$ cat config.mk
export PLATFORM = sky130hd
export DESIGN_NAME = display_strip_test_pattern
export DESIGN_NICKNAME = d
export VERILOG_FILES = /design/src/rtl/core/dstp_pkg.sv /design/src/rtl/core/dstp_raster.sv /design/src/rtl/core/dstp_pixel.sv /design/src/rtl/core/display_strip_test_pattern.sv
export SDC_FILE = /design/constraint.sdc
export NUM_CORES = 1
export LEC_CHECK = 0
export BUFFER_PORTS_ARGS = -buffer_cell sky130_fd_sc_hd__buf_2
export CORE_MARGIN = 2
export CORE_UTILIZATION = 25
export DETAILED_ROUTE_END_ITERATION = 8
export PLACE_DENSITY_LB_ADDON = 0.25
export SLEW_MARGIN = 20
export SYNTH_ARGS = -nofsm -noshare
export SYNTH_HDL_FRONTEND = slang
export SYNTH_SLANG_ARGS = --single-unit
$ cat constraint.sdc
create_clock -name clk -period 8.41 [get_ports clk]
set_clock_uncertainty 0.15 [all_clocks]
set_input_delay 0.4205 -clock clk [delete_from_list [all_inputs] [get_ports clk]]
set_output_delay 0.4205 -clock clk [all_outputs]
set_load 0.01 [all_outputs]
$ cat src/rtl/core/dstp_pkg.sv
// Shared types, constants and helpers for the display strip test pattern.
`default_nettype none
package dstp_pkg;

	typedef enum logic [1:0] {
		MODE_BLACK   = 2'd0,
		MODE_WHITE   = 2'd1,
		MODE_CHECKER = 2'd2,
		MODE_GRID    = 2'd3
	} mode_t;

	localparam logic REG_PATTERN_MODE = 1'b0;
	localparam logic REG_STRIP_HEIGHT = 1'b1;

	localparam int CFG_W  = 10;
	localparam int ROWS_W = 8;
	localparam int GAP_W  = 4;
	localparam int PIX_W  = 16;
	localparam int BAR_W  = 9;

	localparam logic [PIX_W-1:0]  PIX_WHITE  = 16'hFFFF;
	localparam logic [PIX_W-1:0]  PIX_BLACK  = 16'h0000;
	localparam logic [GAP_W-1:0]  GAP_LAST   = 4'd11;
	localparam logic [BAR_W-1:0]  GAP_ORIGIN = 9'd8;
	localparam logic [BAR_W-1:0]  GAP_WIDTH  = 9'd24;
	localparam logic [ROWS_W-2:0] BAR_HALF   = 7'd4;

	localparam mode_t            MODE_RESET   = MODE_GRID;
	localparam logic [CFG_W-1:0] HEIGHT_RESET = 10'd50;

	function automatic logic [ROWS_W-1:0] clamp_rows(input logic [CFG_W-1:0] h,
		input logic [ROWS_W-1:0] max_rows);
		logic [CFG_W-1:0] c;
		c = h;
		if (c < 10'd2) c = 10'd2;
		if (c > {2'b00, max_rows}) c = {2'b00, max_rows};
		return {c[ROWS_W-1:1], 1'b0};
	endfunction

endpackage
`default_nettype wire

$ cat src/rtl/core/dstp_raster.sv
// Raster position, strip counters and frame wrap.
`default_nettype none
module dstp_raster import dstp_pkg::*; #(
	parameter int FRAME_WIDTH  = 410,
	parameter int FRAME_HEIGHT = 502,
	parameter logic [ROWS_W-1:0] RESET_ROWS = 8'd50,
	localparam int CW = $clog2(FRAME_WIDTH),
	localparam int LW = $clog2(FRAME_HEIGHT)
) (
	input  wire logic              clk,
	input  wire logic              arst_n,
	input  wire logic              advance,
	input  wire logic              restart,
	input  wire logic [ROWS_W-1:0] strip_rows,
	output logic      [CW-1:0]     col,
	output logic      [LW-1:0]     line,
	output logic      [ROWS_W-1:0] row,
	output logic      [ROWS_W-1:0] strip,
	output logic      [GAP_W-1:0]  gap,
	output logic      [ROWS_W-1:0] rows,
	output logic                   last
);

	logic [CW-1:0]     col_q;
	logic [LW-1:0]     line_q;
	logic [ROWS_W-1:0] row_q;
	logic [ROWS_W-1:0] strip_q;
	logic [GAP_W-1:0]  gap_q;
	logic [ROWS_W-1:0] rows_q;
	logic              line_end;
	logic [ROWS_W:0]   row_inc;

	always_comb begin
		if (restart) begin
			col   = '0;
			line  = '0;
			row   = '0;
			strip = '0;
			gap   = '0;
			rows  = strip_rows;
		end else begin
			col   = col_q;
			line  = line_q;
			row   = row_q;
			strip = strip_q;
			gap   = gap_q;
			rows  = rows_q;
		end
	end

	assign line_end = (col == CW'(FRAME_WIDTH - 1));
	assign last     = line_end && (line == LW'(FRAME_HEIGHT - 1));
	assign row_inc  = {1'b0, row} + 1'b1;

	always_ff @(posedge clk or negedge arst_n) begin
		if (!arst_n) begin
			col_q   <= '0;
			line_q  <= '0;
			row_q   <= '0;
			strip_q <= '0;
			gap_q   <= '0;
			rows_q  <= RESET_ROWS;
		end else if (advance) begin
			if (last) begin
				col_q   <= '0;
				line_q  <= '0;
				row_q   <= '0;
				strip_q <= '0;
				gap_q   <= '0;
				rows_q  <= strip_rows;
			end else if (line_end) begin
				col_q  <= '0;
				line_q <= line + 1'b1;
				rows_q <= rows;
				if (row_inc >= {1'b0, rows}) begin
					row_q   <= '0;
					strip_q <= strip + 1'b1;
					gap_q   <= (gap == GAP_LAST) ? '0 : gap + 1'b1;
				end else begin
					row_q   <= row_inc[ROWS_W-1:0];
					strip_q <= strip;
					gap_q   <= gap;
				end
			end else begin
				col_q   <= col + 1'b1;
				line_q  <= line;
				row_q   <= row;
				strip_q <= strip;
				gap_q   <= gap;
				rows_q  <= rows;
			end
		end
	end

endmodule
`default_nettype wire

$ cat src/rtl/core/dstp_pixel.sv
// Pixel color for the selected pattern mode at one raster position.
`default_nettype none
module dstp_pixel import dstp_pkg::*; #(
	parameter int FRAME_WIDTH  = 410,
	parameter int FRAME_HEIGHT = 502,
	localparam int CW = $clog2(FRAME_WIDTH),
	localparam int LW = $clog2(FRAME_HEIGHT),
	localparam int SW = (LW + 1 > ROWS_W) ? LW + 1 : ROWS_W
) (
	input  wire mode_t             mode,
	input  wire logic [CW-1:0]     col,
	input  wire logic [LW-1:0]     line,
	input  wire logic [ROWS_W-1:0] row,
	input  wire logic [GAP_W-1:0]  gap,
	input  wire logic [ROWS_W-1:0] rows,
	output logic      [PIX_W-1:0]  pixel
);

	logic [LW:0]       line_x;
	logic [SW-1:0]     left;
	logic [ROWS_W-1:0] height;
	logic [ROWS_W-2:0] mid;
	logic [ROWS_W-2:0] lo;
	logic [ROWS_W-1:0] hi;
	logic [BAR_W-1:0]  gap_lo;
	logic [BAR_W-1:0]  gap_hi;
	logic              in_bar;
	logic              in_gap;
	logic [PIX_W-1:0]  check_pix;
	logic [PIX_W-1:0]  grid;

	assign line_x    = {1'b0, line};
	assign check_pix = (col[4] ^ line_x[4]) ? PIX_WHITE : PIX_BLACK;

	assign left   = SW'(FRAME_HEIGHT) - (SW'(line) - SW'(row));
	assign height = (SW'(rows) > left) ? left[ROWS_W-1:0] : rows;
	assign mid    = height[ROWS_W-1:1];
	assign lo     = (mid >= BAR_HALF) ? mid - BAR_HALF : '0;
	assign hi     = {1'b0, mid} + {1'b0, BAR_HALF};
	assign in_bar = (row >= {1'b0, lo}) && (row < hi) && (row < height);

	assign gap_lo = GAP_ORIGIN + {gap, 5'b00000};
	assign gap_hi = gap_lo + GAP_WIDTH;
	assign in_gap = (col >= CW'(gap_lo)) && (col < CW'(gap_hi));

	assign grid = in_bar ? (in_gap ? PIX_BLACK : PIX_WHITE) : check_pix;

	always_comb begin
		unique case (mode)
			MODE_BLACK:   pixel = PIX_BLACK;
			MODE_WHITE:   pixel = PIX_WHITE;
			MODE_CHECKER: pixel = check_pix;
			MODE_GRID:    pixel = grid;
			default:      pixel = PIX_BLACK;
		endcase
	end

endmodule
`default_nettype wire

$ cat src/rtl/core/display_strip_test_pattern.sv
// Top level: configuration registers, raster, pixel logic and result register.
// A result word is registered and valid the cycle after its request word is accepted.
// Throughput: one pixel per cycle while result_ready is not stalling, set by the single result register stage.
// A request is taken whenever the result register is empty or being drained.
// Reset: raster at (0,0), strip counters zero, mode grid, strip height 50.
`default_nettype none
module display_strip_test_pattern import dstp_pkg::*; #(
	parameter int FRAME_WIDTH  = 410,
	parameter int FRAME_HEIGHT = 502,
	parameter int MAX_STRIP    = 250
) (
	input  wire logic             clk,
	input  wire logic             arst_n,
	input  wire logic             cfg_we,
	input  wire logic             cfg_index,
	input  wire logic [CFG_W-1:0] cfg_data,
	input  wire logic             item_valid,
	output logic                  item_ready,
	input  wire logic             restart,
	output logic                  result_valid,
	input  wire logic             result_ready,
	output logic      [15:0]      pixel,
	output logic      [8:0]       column,
	output logic      [8:0]       line,
	output logic      [7:0]       strip_number,
	output logic                  frame_end
);

	localparam int CW = $clog2(FRAME_WIDTH);
	localparam int LW = $clog2(FRAME_HEIGHT);
	localparam logic [ROWS_W-1:0] MAX_ROWS   = ROWS_W'(MAX_STRIP);
	localparam logic [ROWS_W-1:0] RESET_ROWS = clamp_rows(HEIGHT_RESET, MAX_ROWS);

	mode_t             mode_q;
	logic [CFG_W-1:0]  height_q;
	logic              accept;
	logic [ROWS_W-1:0] strip_rows;
	logic [CW-1:0]     col;
	logic [LW-1:0]     ln;
	logic [ROWS_W-1:0] row;
	logic [ROWS_W-1:0] strip;
	logic [GAP_W-1:0]  gap;
	logic [ROWS_W-1:0] rows;
	logic              last;
	logic [PIX_W-1:0]  pix;

	logic              valid_s1;
	logic [PIX_W-1:0]  pixel_s1;
	logic [8:0]        column_s1;
	logic [8:0]        line_s1;
	logic [7:0]        strip_s1;
	logic              last_s1;

	always_ff @(posedge clk or negedge arst_n) begin
		if (!arst_n) begin
			mode_q   <= MODE_RESET;
			height_q <= HEIGHT_RESET;
		end else if (cfg_we) begin
			unique case (cfg_index)
				REG_PATTERN_MODE: mode_q   <= mode_t'(cfg_data[1:0]);
				REG_STRIP_HEIGHT: height_q <= cfg_data;
				default:          height_q <= height_q;
			endcase
		end
	end

	assign strip_rows = clamp_rows(height_q, MAX_ROWS);
	assign item_ready = !valid_s1 || result_ready;
	assign accept     = item_valid && item_ready;

	dstp_raster #(
		.FRAME_WIDTH  (FRAME_WIDTH),
		.FRAME_HEIGHT (FRAME_HEIGHT),
		.RESET_ROWS   (RESET_ROWS)
	) u_raster (
		.clk        (clk),
		.arst_n     (arst_n),
		.advance    (accept),
		.restart    (restart),
		.strip_rows (strip_rows),
		.col        (col),
		.line       (ln),
		.row        (row),
		.strip      (strip),
		.gap        (gap),
		.rows       (rows),
		.last       (last)
	);

	dstp_pixel #(
		.FRAME_WIDTH  (FRAME_WIDTH),
		.FRAME_HEIGHT (FRAME_HEIGHT)
	) u_pixel (
		.mode  (mode_q),
		.col   (col),
		.line  (ln),
		.row   (row),
		.gap   (gap),
		.rows  (rows),
		.pixel (pix)
	);

	always_ff @(posedge clk or negedge arst_n) begin
		if (!arst_n) begin
			valid_s1 <= 1'b0;
		end else if (item_ready) begin
			valid_s1 <= item_valid;
		end
	end

	always_ff @(posedge clk) begin
		if (accept) begin
			pixel_s1  <= pix;
			column_s1 <= 9'(col);
			line_s1   <= 9'(ln);
			strip_s1  <= (mode_q == MODE_GRID) ? strip : '0;
			last_s1   <= last;
		end
	end

	assign result_valid = valid_s1;
	assign pixel        = pixel_s1;
	assign column       = column_s1;
	assign line         = line_s1;
	assign strip_number = strip_s1;
	assign frame_end    = last_s1;

endmodule
`default_nettype wire

==> impl_metrics.tcl <==
set metrics [dict create \
    die_w_um 161 \
    grt_max_degree 59 \
    tritoncts "built" \
    fp.dieH_um 161 \
    slew_headroom 0.315 \
    yosysSeqAreaShare 0.373 \
    core_sq_mm 0.0242 \
    synthesis.nets 750 \
    ant_nets 0 \
    setup.worst_path.start_class "primary input" \
    num_vias 4885 \
    io_buffers 61 \
    grt_util_all_layers 0.125 \
    crit_end "pixel[14]$_DFFE_PP_" \
    cpMostUsedCell "ha_1" \
    final_util 0.289 \
    grt_pass1_vias 4659 \
    hold_buffers 0 \
    critPathSlowestCell "mux2i_1" \
    firstDrtPassIters 4 \
    grt_setup_unrepaired "false" \
    critPathArrivalTime_ns 6.57 \
    synth_cells 661 \
    powerDensity_mw_per_mm2 154 \
    htree_levels 3 \
    cts_made_buffers 9 \
    insertion_delay_ns 0.34 \
    grt-ovfl-total 0 \
    finalSetupViolations 0 \
    synth-main-ff-cell "dfrtp_1" \
    fillers 2616 \
    drive_gt1_frac 0.161 \
    ctsLongestPathBuffers 2 \
    hpwlAfterDp_um 11800 \
    dp.cells 1018 \
    dp_slack_ns 1.38 \
    synth_edf_count 28 \
    netlist_area_sq_mm 0.00616 \
    cp-startpoint "restart" \
    crit_required_ns 8.30 \
    crit_type "in -> reg" \
    avgSynthCellArea_sq_um 9.33 \
    fmax_mhz 150 \
    path_clk_slew_ns 0.07 \
    area_growth_pct 13.8 \
    cts-root-buf "clkbuf_16" \
    period_share 0.794 \
    wl_per_cell_um 15.2 \
    diodes 0 \
    cts_sinks 86 \
    r2r_start "u_raster.row_q[3]$_DFFE_PN0P_" \
    yosys_register_bits 86 \
    fin_ws_ns 1.73 \
    hold_path.class "in -> async" \
    reg2reg_depth 26 \
    cts_setup_buffers 0 \
    crit_path_end_kind "register" \
    die-area_sq_mm 0.0259 \
    drc 0 \
    ys.warnings.count 0 \
    leakagePower_nw 3.36 \
    gp_congestion 0.840 \
    slowest_delay_ns 0.46 \
    hold_viol 0 \
    start_util 0.254 \
    tns_ns 0 \
    nets 794 \
    cp_max_fo 28 \
    drv_cap 0 \
    drt-vias-per-instance 4.72 \
    cts_resized 0 \
    rrSetupSlack_ns 1.92 \
    netlist-cell-type-count 68 \
    peakVddDrop_mv 0.0821 \
    antenna_found_initial 0 \
    row_count 57 \
    final_cell_count_no_fill 1034 \
    async_reset_ff_frac 0.674 \
    grt_pass1_wl_um 25900 \
    slew_viol_final 0 \
    wl_um 15700 \
    status "finished, final reports clean" \
    io_pins 62 \
    fin_crit_ns 6.68 \
    drtIter0Drc 330 \
    reg2reg_to "pixel[14]$_DFFE_PP_" \
    worst_pin_slew_ns 1.00 \
]
## worst min path at each step
stage                                    start                              end  slack [ns]  depth (start not counted)
6_report                                arst_n    u_raster.gap_q[1]$_DFFE_PN0P_        0.09                          2
5_1_grt                             item_valid         result_valid$_DFFE_PN0N_        0.13                          2
4_1_cts                                 arst_n    u_raster.gap_q[2]$_DFFE_PN0P_        0.12                          2
3_5_place_dp   u_raster.strip_q[0]$_DFFE_PN0P_  u_raster.strip_q[0]$_DFFE_PN0P_        0.31                          1
3_3_place_gp     u_raster.col_q[0]$_DFFE_PN0P_    u_raster.col_q[0]$_DFFE_PN0P_        0.30                          2
2_1_floorplan                           arst_n          height_q[2]$_DFFE_PN0P_       -0.03                          0
## sequential cells by signal, summed over array words and instances (netlist names)
signal / cells
u_raster.row_q: 8
pixel: 1
frame_end: 1
strip_number: 8
height_q: 9
column: 9
u_raster.strip_q: 8
u_raster.rows_q: 8
u_raster.gap_q: 4
line: 9
mode_q: 2
result_valid: 1
u_raster.line_q: 9
u_raster.col_q: 9
## metal layers
metal | GRT usage | wire length (um) | up-vias
met5 | 0 | 0 | -
met4 | 0.0308 | 237 | 0
met3 | 0.0193 | 545 | 16
met2 | 0.201 | 7190 | 103
met1 | 0.177 | 7760 | 2305
li1 | - | - | 2461
## cells in the mapped netlist, drive strengths merged, types with 4 or more instances
library cell / n / area, sq um
nand3: 27 / 135
nor2: 40 / 153
nor2b: 27 / 169
o31ai: 5 / 37.5
a31oi: 9 / 56.3
mux2: 12 / 135
dfstp: 8 / 210
a211oi: 8 / 75.1
o21a: 6 / 45.0
xnor2: 13 / 114
and3: 13 / 81.3
dfrtp: 50 / 1250
a21oi: 33 / 169
nor3: 6 / 30.0
xor2: 6 / 52.6
o2bb2ai: 4 / 35.0
nand2: 66 / 248
nor4: 4 / 40.0
clkbuf: 15 / 56.3
ha: 71 / 888
nand2b: 7 / 43.8
o21ai: 41 / 205
inv: 52 / 195
edfxtp: 28 / 841
mux2i: 12 / 128
a21o: 14 / 105
and2: 9 / 56.3
buf: 19 / 139
nand4: 14 / 93.8
## cell families (layout without fill, tap and decap cells)
logic type      count (synthesis)  count (layout)  synth area share
compound gates                149             149             0.160
fa+ha+maj                      72              72             0.147
simple gates                  225             225             0.186
buf+inv                        86             135            0.0633
flops                          86              86             0.373
xor+xnor                       19              19            0.0270
mux                            24              24            0.0426
## through the flow
stage                     power [mW]  hold slack [ns]  cell area (sq um)
after floorplan                0.630          -0.0251               6160
final                           1.08           0.0919               7020
after detailed placement       0.690            0.309               6730
after global routing            1.14            0.125               7020
after CTS                       1.10            0.121               7020
after global placement         0.689            0.304               6730
## report_power, final
part	switching [mW]	total [mW]	leakage (nW)	internal, mW
Sequential	0.0230	0.488	1.03	0.465
Clock	0.170	0.401	0.138	0.231
Combinational	0.116	0.192	2.20	0.0760
## worst max-delay path: cells and delay by family
family | cells | cell delay, ns
compound gates | 11 | 2.08
xor+xnor | 1 | 0.28
fa+ha+maj | 6 | 1.60
buf+inv | 5 | 1.00
mux | 2 | 0.56
simple gates | 5 | 0.60
## layout make-up
type	count	area, sq um	area share
flip-flops and latches	86	2300	0.328
repair buffers	67	350	0.0499
clock inverters	5	58.8	0.00838
well taps	324	405	0.0578
inverters	52	195	0.0278
clock buffers	11	233	0.0332
multi-input cells	489	3470	0.495
## placed cells by master, fill, tap and decap left out, types with 6 or more instances in the layout
master	instances
xnor2_1	13
a31oi_1	9
nand2_1	66
mux2_2	12
mux2i_1	10
and2_1	9
dfstp_2	8
nor2b_1	27
edfxtp_1	28
o21a_1	6
nor3_1	6
nand2b_1	7
clkbuf_16	9
nand4_1	13
inv_1	50
buf_4	6
buf_2	61
ha_1	71
and3_1	13
nand3_1	27
a21oi_1	32
dfrtp_1	50
nor2_1	39
xor2_1	6
a21o_1	14
o21ai_0	40
Power figures use the tool's default switching activity.
